==> src/rtl/pls_pkg.sv <==
// shared constants, codes and types of the positional list store
`default_nettype none
package pls_pkg;

   localparam int DEPTH = 16;
   localparam int WIDTH = 32;

   localparam int IDX_W = (DEPTH > 1) ? $clog2(DEPTH) : 1;
   localparam int CNT_W = $clog2(DEPTH + 1);
   localparam int CMP_W = ((CNT_W > 5) ? CNT_W : 5) + 1;

   localparam int REQ_W  = 3;
   localparam int POS_W  = 5;
   localparam int DIN_W  = 32;
   localparam int DOUT_W = 32;
   localparam int ICNT_W = 5;
   localparam int STAT_W = 2;

   localparam logic [REQ_W-1:0] REQ_APPEND  = 3'd0;
   localparam logic [REQ_W-1:0] REQ_INSERT  = 3'd1;
   localparam logic [REQ_W-1:0] REQ_REMOVE  = 3'd2;
   localparam logic [REQ_W-1:0] REQ_READ    = 3'd3;
   localparam logic [REQ_W-1:0] REQ_WRITE   = 3'd4;
   localparam logic [REQ_W-1:0] REQ_RESTART = 3'd5;
   localparam logic [REQ_W-1:0] REQ_ADVANCE = 3'd6;

   localparam logic [STAT_W-1:0] ST_OK      = 2'd0;
   localparam logic [STAT_W-1:0] ST_BADPOS  = 2'd1;
   localparam logic [STAT_W-1:0] ST_FULL    = 2'd2;
   localparam logic [STAT_W-1:0] ST_PASTEND = 2'd3;

   typedef struct packed {
      logic             ins;
      logic             rem;
      logic             wr;
      logic [IDX_W-1:0] idx;
      logic [WIDTH-1:0] data;
   } cell_ctrl_type;

   // fit an input word to the stored width
   function automatic logic [WIDTH-1:0] fit_data(input logic [DIN_W-1:0] d);
      logic [63:0] t;
      t = 64'(d);
      return t[WIDTH-1:0];
   endfunction

   // fit a stored word to the output width
   function automatic logic [DOUT_W-1:0] out_data(input logic [WIDTH-1:0] d);
      logic [63:0] t;
      t = 64'(d);
      return t[DOUT_W-1:0];
   endfunction

endpackage
`default_nettype wire

==> src/rtl/positional_list_store.sv <==
// top level of the positional list store: control, cell chain and response register
`default_nettype none
// positional list store: an ordered list of up to DEPTH words addressed by
// 1-based position, held in a row of cells that shift together
//
// request channel: a transfer happens at a rising edge with start high and
// busy low; req_type selects append, insert, remove, read, write, cursor
// restart or cursor advance, req_position and req_data_in go with it
//
// response channel: exactly one response per request, shown on the rsp_
// ports for one cycle with rsp_valid high, in the cycle after the request
// transfer; it gives the data word, the count after the request and a status
//
// throughput: one request per cycle while busy is low; insert and remove move every
// cell at once through the neighbor links, and read/advance pick one cell
// through a single select, so no request holds up the next one
//
// reset: count and cursor clear, busy is high while reset is high and until the
// first clock edge after it drops; cell contents are not cleared, only positions
// below count are ever read
//
// the receiver has no way to stall: a response not taken is lost
module positional_list_store (
   input  wire logic                           clock,
   input  wire logic                           reset,
   input  wire logic                           start,
   output logic                                busy,
   input  wire logic [pls_pkg::REQ_W-1:0]      req_type,
   input  wire logic [pls_pkg::POS_W-1:0]      req_position,
   input  wire logic [pls_pkg::DIN_W-1:0]      req_data_in,
   output logic                                rsp_valid,
   output logic      [pls_pkg::DOUT_W-1:0]     rsp_data_out,
   output logic      [pls_pkg::ICNT_W-1:0]     rsp_item_count,
   output logic      [pls_pkg::STAT_W-1:0]     rsp_status
);

   // list control state
   logic [pls_pkg::CNT_W-1:0]  count_ff, count_in;
   logic [pls_pkg::CNT_W-1:0]  cursor_ff, cursor_in;
   logic                       busy_ff;

   // response register
   logic                       rsp_valid_ff;
   logic [pls_pkg::DOUT_W-1:0] rsp_data_ff, rsp_data_in;
   logic [pls_pkg::ICNT_W-1:0] rsp_count_ff;
   logic [pls_pkg::STAT_W-1:0] rsp_status_ff, rsp_status_in;

   logic                        accept;
   logic [pls_pkg::CMP_W-1:0]   pos_w;
   logic [pls_pkg::CMP_W-1:0]   cnt_w;
   logic [pls_pkg::CMP_W-1:0]   cur_w;
   logic [pls_pkg::CMP_W-1:0]   pos_m1;
   logic                        full;
   logic                        pos_in_list;   // 1..count
   logic                        pos_in_ins;    // 1..count+1
   logic [pls_pkg::IDX_W-1:0]   rd_idx;
   logic [pls_pkg::WIDTH-1:0]   rd_data;
   pls_pkg::cell_ctrl_type      ctrl;
   logic [pls_pkg::WIDTH-1:0]   cell_q [pls_pkg::DEPTH];

   assign accept = start && !busy_ff;

   // position checks on a common width wide enough for both operands
   assign pos_w  = pls_pkg::CMP_W'(req_position);
   assign cnt_w  = pls_pkg::CMP_W'(count_ff);
   assign cur_w  = pls_pkg::CMP_W'(cursor_ff);
   assign pos_m1 = pos_w - pls_pkg::CMP_W'(1);
   assign full   = (cnt_w >= pls_pkg::CMP_W'(pls_pkg::DEPTH));
   assign pos_in_list = (pos_w != '0) && (pos_w <= cnt_w);
   assign pos_in_ins  = (pos_w != '0) && (pos_w <= cnt_w + pls_pkg::CMP_W'(1));

   // cell select for read and cursor advance; out-of-range picks are never used
   assign rd_idx  = (req_type == pls_pkg::REQ_ADVANCE) ? cursor_ff[pls_pkg::IDX_W-1:0]
                                                       : pos_m1[pls_pkg::IDX_W-1:0];
   assign rd_data = cell_q[rd_idx];

   // request decode: cell commands, next count/cursor, response
   always_comb begin
      ctrl.ins      = 1'b0;
      ctrl.rem      = 1'b0;
      ctrl.wr       = 1'b0;
      ctrl.idx      = pos_m1[pls_pkg::IDX_W-1:0];
      ctrl.data     = pls_pkg::fit_data(req_data_in);
      count_in      = count_ff;
      cursor_in     = cursor_ff;
      rsp_data_in   = '0;
      rsp_status_in = pls_pkg::ST_OK;
      if (accept) begin
         case (req_type)
            pls_pkg::REQ_APPEND: begin
               if (full) begin
                  rsp_status_in = pls_pkg::ST_FULL;
               end else begin
                  ctrl.wr  = 1'b1;
                  ctrl.idx = count_ff[pls_pkg::IDX_W-1:0];
                  count_in = count_ff + pls_pkg::CNT_W'(1);
               end
            end
            pls_pkg::REQ_INSERT: begin
               if (!pos_in_ins) begin
                  rsp_status_in = pls_pkg::ST_BADPOS;
               end else if (full) begin
                  rsp_status_in = pls_pkg::ST_FULL;
               end else begin
                  ctrl.ins = 1'b1;
                  count_in = count_ff + pls_pkg::CNT_W'(1);
               end
            end
            pls_pkg::REQ_REMOVE: begin
               if (!pos_in_list) begin
                  rsp_status_in = pls_pkg::ST_BADPOS;
               end else begin
                  ctrl.rem = 1'b1;
                  count_in = count_ff - pls_pkg::CNT_W'(1);
               end
            end
            pls_pkg::REQ_READ: begin
               if (!pos_in_list) begin
                  rsp_status_in = pls_pkg::ST_BADPOS;
               end else begin
                  rsp_data_in = pls_pkg::out_data(rd_data);
               end
            end
            pls_pkg::REQ_WRITE: begin
               if (!pos_in_list) begin
                  rsp_status_in = pls_pkg::ST_BADPOS;
               end else begin
                  ctrl.wr = 1'b1;
               end
            end
            pls_pkg::REQ_RESTART: begin
               cursor_in = '0;
            end
            pls_pkg::REQ_ADVANCE: begin
               // cursor past the end wraps back to before the first element
               if ((cur_w < cnt_w) && (cur_w < pls_pkg::CMP_W'(pls_pkg::DEPTH))) begin
                  cursor_in   = cursor_ff + pls_pkg::CNT_W'(1);
                  rsp_data_in = pls_pkg::out_data(rd_data);
               end else begin
                  cursor_in     = '0;
                  rsp_status_in = pls_pkg::ST_PASTEND;
               end
            end
            default: begin
               // unused code: no change, ok status
            end
         endcase
      end
   end

   // the cell chain; each cell sees its neighbors, the ends see harmless data
   for (genvar i = 0; i < pls_pkg::DEPTH; i++) begin : g_cell
      logic [pls_pkg::WIDTH-1:0] left_d;
      logic [pls_pkg::WIDTH-1:0] right_d;
      if (i == 0) begin : g_first
         assign left_d = ctrl.data;
      end else begin : g_mid_l
         assign left_d = cell_q[i-1];
      end
      if (i == pls_pkg::DEPTH - 1) begin : g_last
         assign right_d = cell_q[i];
      end else begin : g_mid_r
         assign right_d = cell_q[i+1];
      end
      pls_cell u_cell (
         .clock      (clock),
         .ctrl       (ctrl),
         .my_idx     (pls_pkg::IDX_W'(i)),
         .left_data  (left_d),
         .right_data (right_d),
         .entry      (cell_q[i])
      );
   end

   always_ff @(posedge clock) begin
      if (reset) begin
         count_ff     <= '0;
         cursor_ff    <= '0;
         busy_ff      <= 1'b1;
         rsp_valid_ff <= 1'b0;
      end else begin
         count_ff     <= count_in;
         cursor_ff    <= cursor_in;
         busy_ff      <= 1'b0;
         rsp_valid_ff <= accept;
      end
   end

   // response payload, loaded with each transfer
   always_ff @(posedge clock) begin
      if (accept) begin
         rsp_data_ff   <= rsp_data_in;
         rsp_count_ff  <= pls_pkg::ICNT_W'(count_in);
         rsp_status_ff <= rsp_status_in;
      end
   end

   assign busy           = busy_ff;
   assign rsp_valid      = rsp_valid_ff;
   assign rsp_data_out   = rsp_data_ff;
   assign rsp_item_count = rsp_count_ff;
   assign rsp_status     = rsp_status_ff;

   // count stays within the cell chain
   a_count_bound: assert property (@(posedge clock) disable iff (reset)
      count_ff <= pls_pkg::CNT_W'(pls_pkg::DEPTH))
      else $error("list count beyond depth");

   // every transfer gives one response in the next cycle
   a_rsp_follows: assert property (@(posedge clock) disable iff (reset)
      accept |=> rsp_valid)
      else $error("request without response");

   // no response without a request
   a_no_spurious: assert property (@(posedge clock) disable iff (reset)
      !accept |=> !rsp_valid)
      else $error("response without request");

   // a full refusal only happens with a full list
   a_full_count: assert property (@(posedge clock) disable iff (reset)
      (rsp_valid && rsp_status == pls_pkg::ST_FULL)
         |-> (rsp_item_count == pls_pkg::ICNT_W'(pls_pkg::DEPTH)))
      else $error("full status with room left");

   // past the end the cursor has wrapped to the start
   a_cursor_wrap: assert property (@(posedge clock) disable iff (reset)
      (rsp_valid && rsp_status == pls_pkg::ST_PASTEND) |-> (cursor_ff == '0))
      else $error("cursor not cleared after past end");

endmodule
`default_nettype wire

==> src/rtl/pls_cell.sv <==
// one list cell: holds one entry, shifts from either neighbor
`default_nettype none
module pls_cell (
   input  wire logic                         clock,
   input  wire pls_pkg::cell_ctrl_type       ctrl,
   input  wire logic [pls_pkg::IDX_W-1:0]    my_idx,
   input  wire logic [pls_pkg::WIDTH-1:0]    left_data,
   input  wire logic [pls_pkg::WIDTH-1:0]    right_data,
   output logic      [pls_pkg::WIDTH-1:0]    entry
);

   logic [pls_pkg::WIDTH-1:0] entry_ff;
   logic [pls_pkg::WIDTH-1:0] entry_in;

   always_comb begin
      entry_in = entry_ff;
      if (ctrl.ins) begin
         if (my_idx == ctrl.idx) begin
            entry_in = ctrl.data;
         end else if (my_idx > ctrl.idx) begin
            entry_in = left_data;
         end
      end else if (ctrl.rem) begin
         if (my_idx >= ctrl.idx) begin
            entry_in = right_data;
         end
      end else if (ctrl.wr) begin
         if (my_idx == ctrl.idx) begin
            entry_in = ctrl.data;
         end
      end
   end

   always_ff @(posedge clock) begin
      entry_ff <= entry_in;
   end

   assign entry = entry_ff;

endmodule
`default_nettype wire
==> config.mk <==
export PLATFORM = sky130hd
export DESIGN_NAME = positional_list_store
export DESIGN_NICKNAME = d
export VERILOG_FILES = /design/src/rtl/pls_pkg.sv /design/src/rtl/positional_list_store.sv /design/src/rtl/pls_cell.sv
export SDC_FILE = /design/constraint.sdc
export NUM_CORES = 2
export LEC_CHECK = 0
export BUFFER_PORTS_ARGS = -buffer_cell sky130_fd_sc_hd__buf_2
export CORE_ASPECT_RATIO = 1.75
export CORE_MARGIN = 2
export CORE_UTILIZATION = 60
export DETAILED_ROUTE_END_ITERATION = 10
export PLACE_DENSITY_LB_ADDON = 0.1
export SLEW_MARGIN = 15
export SYNTH_ARGS = -nofsm -noshare
export SYNTH_HDL_FRONTEND = slang
export SYNTH_SLANG_ARGS = --single-unit
==> constraint.sdc <==
create_clock -name clock -period 7.2 [get_ports clock]
set_input_delay 1.44 -clock clock [delete_from_list [all_inputs] [get_ports clock]]
set_output_delay 1.44 -clock clock [all_outputs]
set_load 0.1 [all_outputs]
== After elaboration in Yosys (flattened, before gate mapping) ==
Index checks and enable logic that the tools add are counted.

* Flip-flop bits (word level): 563
* Bits of input ports: 43
* Output and inout bits: 41
* Logic and storage cells: 304

* $add $sub $neg: 5
* Magnitude comparators: 37
* Equality and inequality tests: 52
* Mux-type cells: 140
* Bitwise operators: 1
* Reductions and logical operators: 46

{| class="wikitable"
|+ Operators by type and width
! cell !! count
|-
| $mux W32 || 115
|-
| $bmux W32 S4 || 1
|-
| $ne A3 B1 Y1 const B || 30
|-
| $pmux W32 S2 || 1
|-
| $reduce_and A4 Y1 || 16
|-
| $reduce_bool A3 Y1 || 16
|-
| $eq A4 B4 Y1 const A || 8
|-
| $gt A4 B4 Y1 const A || 8
|-
| $mux W5 || 6
|-
| $ge A4 B4 Y1 const A || 7
|-
| $eq A3 B4 Y1 const A || 4
|-
| $ge A3 B4 Y1 const A || 4
|-
| $gt A3 B4 Y1 const A || 4
|-
| $pmux W5 S3 || 1
|-
| $add A5 B1 Y5 const B || 2
|-
| $ge A5 B5 Y1 const B || 2
|-
| $pmux W5 S2 || 1
|-
| $eq A3 B3 Y1 const B || 3
|-
| $eq A2 B4 Y1 const A || 2
|-
| $ge A1 B4 Y1 const A || 2
|-
| $ge A2 B4 Y1 const A || 2
|-
| $gt A1 B4 Y1 const A || 2
|-
| $gt A2 B4 Y1 const A || 2
|-
| $mux W4 || 2
|-
| 25 further kinds || 40
|}

== Logic depth before layout (Yosys ltp) ==
* Depth in word-level cells: 11
* Depth in mapped cells: 14
* Depth with buffers taken out: 10

== Modules after synthesis ==
Synthesis repeated with hierarchy kept, for this count alone.

* Cells, all modules: 4444
* Area total of the unflattened synthesis: 38981.1 µm²

{| class="wikitable"
|+ By module, submodules not included
! module !! instances !! cells each !! area an instance (µm²) !! sequential area each (µm²)
|-
| pls_cell || 16 || 198 || 1966.9 || 960.9
|-
| positional_list_store || 1 || 1276 || 7511.0 || 1411.4
|}

== Worst setup path after synthesis ==
OpenSTA, ideal clock, no wires.

* Path kind: in2reg
* From: input port start
* To: register g_cell[5].u_cell.entry_ff, in the netlist g_cell[5].u_cell.entry[0] (enable)
* Arrival: 6.251 ns
* Required time: 6.730 ns
* Setup slack: 0.479 ns
* Stages: 9
* Path buffers: 4
* Cells stage by stage: nor2b_1 clkbuf_1 nand3_1 nor2_2 buf_6 buf_2 nor2_1 buf_2 a211oi_1

* Cells in the longest elaborated chain, start to end: 5

{| class="wikitable"
|+ RTL lines
! what !! line !! source
|-
| start: declaration || positional_list_store.sv:26 || <nowiki>input wire logic start,</nowiki>
|-
| $logic_and A1 B1 Y1 (*) || positional_list_store.sv:61 || <nowiki>assign accept = start && !busy_ff;</nowiki>
|-
| named net accept || positional_list_store.sv:48 || <nowiki>logic accept;</nowiki>
|-
| $mux W7 (*) || positional_list_store.sv:88 || <nowiki>if (accept) begin</nowiki>
|-
| $gt A3 B4 Y1, or another cell as far along || pls_cell.sv:20 || <nowiki>end else if (my_idx > ctrl.idx) begin</nowiki>
|-
| $ne A3 B1 Y1 (no line) or $reduce_bool A3 Y1 (tied branches) || -- ||
|-
| $reduce_and A4 Y1 (no line) (*) || -- ||
|-
| end signal: assignment || pls_cell.sv:35 || <nowiki>entry_ff <= entry_in;</nowiki>
|-
| end: declaration || pls_cell.sv:12 || <nowiki>logic [pls_pkg::WIDTH-1:0] entry_ff;</nowiki>
|}

The timed path passes the listed nets; every way through them passes the cells marked *.
A chain may end at the register's enable or synchronous reset.

== Worst setup path in the final report ==
* From: register count_ff[1] in the netlist's numbering
* To: register g_cell[1].u_cell.entry_ff, in the netlist g_cell[1].u_cell.entry[9] (enable)

* Cells in the longest elaborated chain, start to end: 8

{| class="wikitable"
|+ RTL lines
! what !! line !! source
|-
| start: declaration || positional_list_store.sv:38 || <nowiki>logic [pls_pkg::CNT_W-1:0] count_ff, count_in;</nowiki>
|-
| start signal: assignment || positional_list_store.sv:182 || <nowiki>count_ff <= count_in;</nowiki>
|-
| $add A5 B1 Y6 || positional_list_store.sv:70 || <nowiki>assign pos_in_ins = (pos_w != '0) && (pos_w <= cnt_w + pls_pkg::CMP_W'(1));</nowiki>
|-
| $le A5 B6 Y1 || positional_list_store.sv:70 ||
|-
| $logic_and A1 B1 Y1 || positional_list_store.sv:70 ||
|-
| $mux W1 || positional_list_store.sv:100 || <nowiki>if (!pos_in_ins) begin</nowiki>
|-
| $mux W1 || positional_list_store.sv:89 || <nowiki>case (req_type)</nowiki>
|-
| $mux W7 (*) || positional_list_store.sv:88 ||
|-
| $ne A3 B1 Y1 (no line) or $reduce_bool A3 Y1 (tied branches) || -- ||
|-
| $reduce_and A4 Y1 (no line) (*) || -- ||
|-
| end signal: assignment || pls_cell.sv:35 ||
|-
| end: declaration || pls_cell.sv:12 ||
|}

Mark *: on every way between the ends. The rest lies on a longest branch, timed or not.

==> run metrics <==
outcome completed; pwr/cell area 212 nW/um^2; synthesized cell area 32100 sq um; Post-synth top flop edfxtp_1; fraction of layout cells with a size suffix above 1 0.120; post-layout worst setup margin 2.16 ns; wire per inst 33.7 um; Worst-Margin Slew 1.27 ns; Tmin final 5.04 ns; Int Power 0.00547 W; Setup TNS 0 ns; post-synthesis sequential area ratio 0.524; flop-to-flop setup slack 2.16 ns; FMAX 198 MHz; unrepaired setup endpoints after global routing false; CTS sink count 563; I/O pin cnt 84; Post-synth EDFFs 551; initial DRC count 2930; number of setup violations in the final report 0; syn_nets 2695; Final Max Tran Viols 0; Peak VDD IR 223 uV; GPL Wtd Cong 0.879; crit path launch type flip-flop; headroom to the max-slew limit 0.155; CTS buffer count 52; Die Height 310 um; Die W 179 um; Final Skew 0.0242 ns; routed wire length 112000 um; Gate Count Post-Synth 2633; Avg Inst Size Synth 12.2 sq um; Clock Tree Root clkbuf_16; drt pass-1 iters 5; worst min path class flip-flop to flip-flop; Clk pwr share 0.378; P_sw 0.00192 W; Arrival @ worst endpoint 5.28 ns; clock-pin transition on the worst setup and hold timing paths 0.07 ns; cell row count 112; Finished Cell Area 34800 sq um; synth unique cells 74; Post-CTS Resized 0; hold buffer count at cts 0; PortBufs 83; synth-to-layout area growth 8.68%; vias in the first global route 25000; Total Nets Final 2662; Synth Warn # 0; grt total ovfl 0; DP Wirelength 63800 um; initial core utilization 0.604; initial antenna violation count 9; first-pass GRT wire length 163000 um; Residual DRC 0; Antenna Nets Post-Route 0; vias per inst 7.58; CP Capture Type flip-flop; sw frac 0.260; Max clock buf depth 3; crit path kind flip-flop to flip-flop; Reg power frac 0.498; Worst-Skew Late Latency 0.62 ns; Max Cap Viol 0; largest net degree at the start of global routing 247; Die Footprint 55400 sq um; H-tree Lvls 2; Worst Path Max Fanout 25; asr flop ratio synth 0; CP required 7.45 ns; placed cell area 33200 sq um; Final period util 0.700; Setup Slack @ Placement 1.65 ns; power share of the combinational group 0.124; Lkg Pwr 12.3 nW; Final Hold Fails 0; Vias 25300; Post-CTS Setup Repair Bufs 0; Total Power 0.00739 W; flop and latch count out of synthesis 563; global-route usage over all layers 0.403; Core Region 53100 sq um; TritonCTS clock tree yes
-- cells in the final DEF, fill, tap and decap left out, types with 5 or more instances in the layout --
master	count
nor2_1	30
a211oi_1	10
nor4_1	6
mux2i_1	454
mux2i_4	7
clkbuf_16	52
mux2_1	5
a22oi_1	271
o21ai_0	251
a21oi_1	23
buf_12	8
clkinv_1	11
dfxtp_1	12
nand3_1	19
ha_1	19
diode_2	8
nor2b_1	7
clkinv_2	8
a221o_1	180
a31oi_1	5
clkbuf_1	15
nor2_4	5
nand2_1	63
o31ai_1	47
o21ai_1	18
nor3_1	38
buf_4	60
edfxtp_1	551
buf_2	83
o22ai_1	35
inv_1	44
nor4_4	5
and2_1	157
mux2_2	27
a21oi_4	6
-- worst max-delay path: stages (launching register included) --
cell	delay, ns
dfxtp_1	0.63
inv_1	0.28
ha_1	0.37
inv_1	0.07
ha_1	0.29
nor2b_1	0.14
o21a_1	0.17
o31a_1	0.25
buf_4	0.25
nor2_2	0.13
buf_4	0.33
nor2_2	0.23
buf_4	0.25
a211oi_4	0.54
buf_4	0.67
-- synth_stat cells, drive strengths merged, types with 4 or more instances --
| cell | instances | area [sq um] |
|---|---|---|
| a211oi | 14 | 110 |
| a21o | 4 | 30.0 |
| a21oi | 29 | 149 |
| a221o | 180 | 1800 |
| a221oi | 4 | 70.1 |
| a22oi | 272 | 2040 |
| a31oi | 6 | 43.8 |
| and2 | 157 | 982 |
| and3 | 4 | 25.0 |
| buf | 153 | 881 |
| clkbuf | 85 | 320 |
| dfxtp | 12 | 240 |
| edfxtp | 551 | 16500 |
| ha | 19 | 238 |
| inv | 44 | 165 |
| mux2 | 33 | 372 |
| mux2i | 461 | 4610 |
| nand2 | 66 | 253 |
| nand3 | 19 | 95.1 |
| nand4 | 4 | 40.0 |
| nor2 | 38 | 160 |
| nor2b | 8 | 50.1 |
| nor3 | 43 | 231 |
| nor3b | 4 | 52.6 |
| nor4 | 12 | 124 |
| o211ai | 4 | 40.0 |
| o21ai | 272 | 1360 |
| o21bai | 4 | 30.0 |
| o22ai | 39 | 244 |
| o31ai | 47 | 353 |
| or3 | 6 | 47.5 |
| xnor2 | 4 | 35.0 |
-- routing by layer --
layer  global-route usage  up-vias  routed length (um)
met5               0.0109        -                  39
met3               0.0831      505               11500
met4                0.280        6                8640
li1                     -    10500                   -
met2                0.658     1815               54200
met1                0.472    12400               37900
-- cell type report --
type,instances,area [sq um]
clock buffer,67,1360
timing repair buffer,151,1030
antenna,8,20.0
tap,684,856
inverter,44,165
fill,4020,18300
sequential,563,16800
multi-input combinational,1788,14400
clock inverter,29,274
-- path summary, 6_finish.rpt --
| path | startpoint | end | depth (start not counted) |
|---|---|---|---|
| setup / recovery | count_ff[1] | g_cell[1].u_cell.entry[9] | 14 |
| hold / removal | cursor_ff[3] | cursor_ff[3] | 1 |
| setup reg to reg | count_ff[1] | g_cell[1].u_cell.entry[9] | 14 |
| hold reg to reg | cursor_ff[3] | cursor_ff[3] | 1 |
-- state kept, by name, indices dropped and copies added (netlist names) --
name	cells
rsp_item_count	5
rsp_data_out	32
g_cell.u_cell.entry	512
rsp_valid	1
cursor_ff	5
rsp_status	2
busy	1
count_ff	5
-- logic make-up after synthesis --
logic type / Yosys count / share of synthesized area
buffers and inverters: 282 / 0.0426
AOI/OAI and AO/OA: 895 / 0.202
DFF: 563 / 0.524
xor gates and xnor gates: 7 / 0.00191
and+or+nand+nor: 373 / 0.0671
muxes: 494 / 0.156
adders and majority gates: 19 / 0.00741
-- stage by stage --
| step | hold slack, ns | util | std cells |
|---|---|---|---|
| 2_1_floorplan | 0.486 | - | 2633 |
| 3_3_place_gp | 0.535 | 0.625 | 3229 |
| 3_5_place_dp | 0.548 | 0.625 | 3229 |
| 4_1_cts | 0.555 | 0.655 | 3325 |
| 5_1_grt | 0.566 | 0.656 | 3330 |
| 6_report | 0.565 | 0.656 | 3334 |
-- power groups by stage --
stage	sequential, W	combinational (W)	clock [W]
after floorplan	0.00381	0.000585	0
after global placement	0.00375	0.000874	0
after detailed placement	0.00375	0.000896	0
after CTS	0.00368	0.000898	0.00281
after global routing	0.00368	0.000958	0.00292
final	0.00368	0.000917	0.00279
Note: power is estimated with default switching activity, not from simulation.
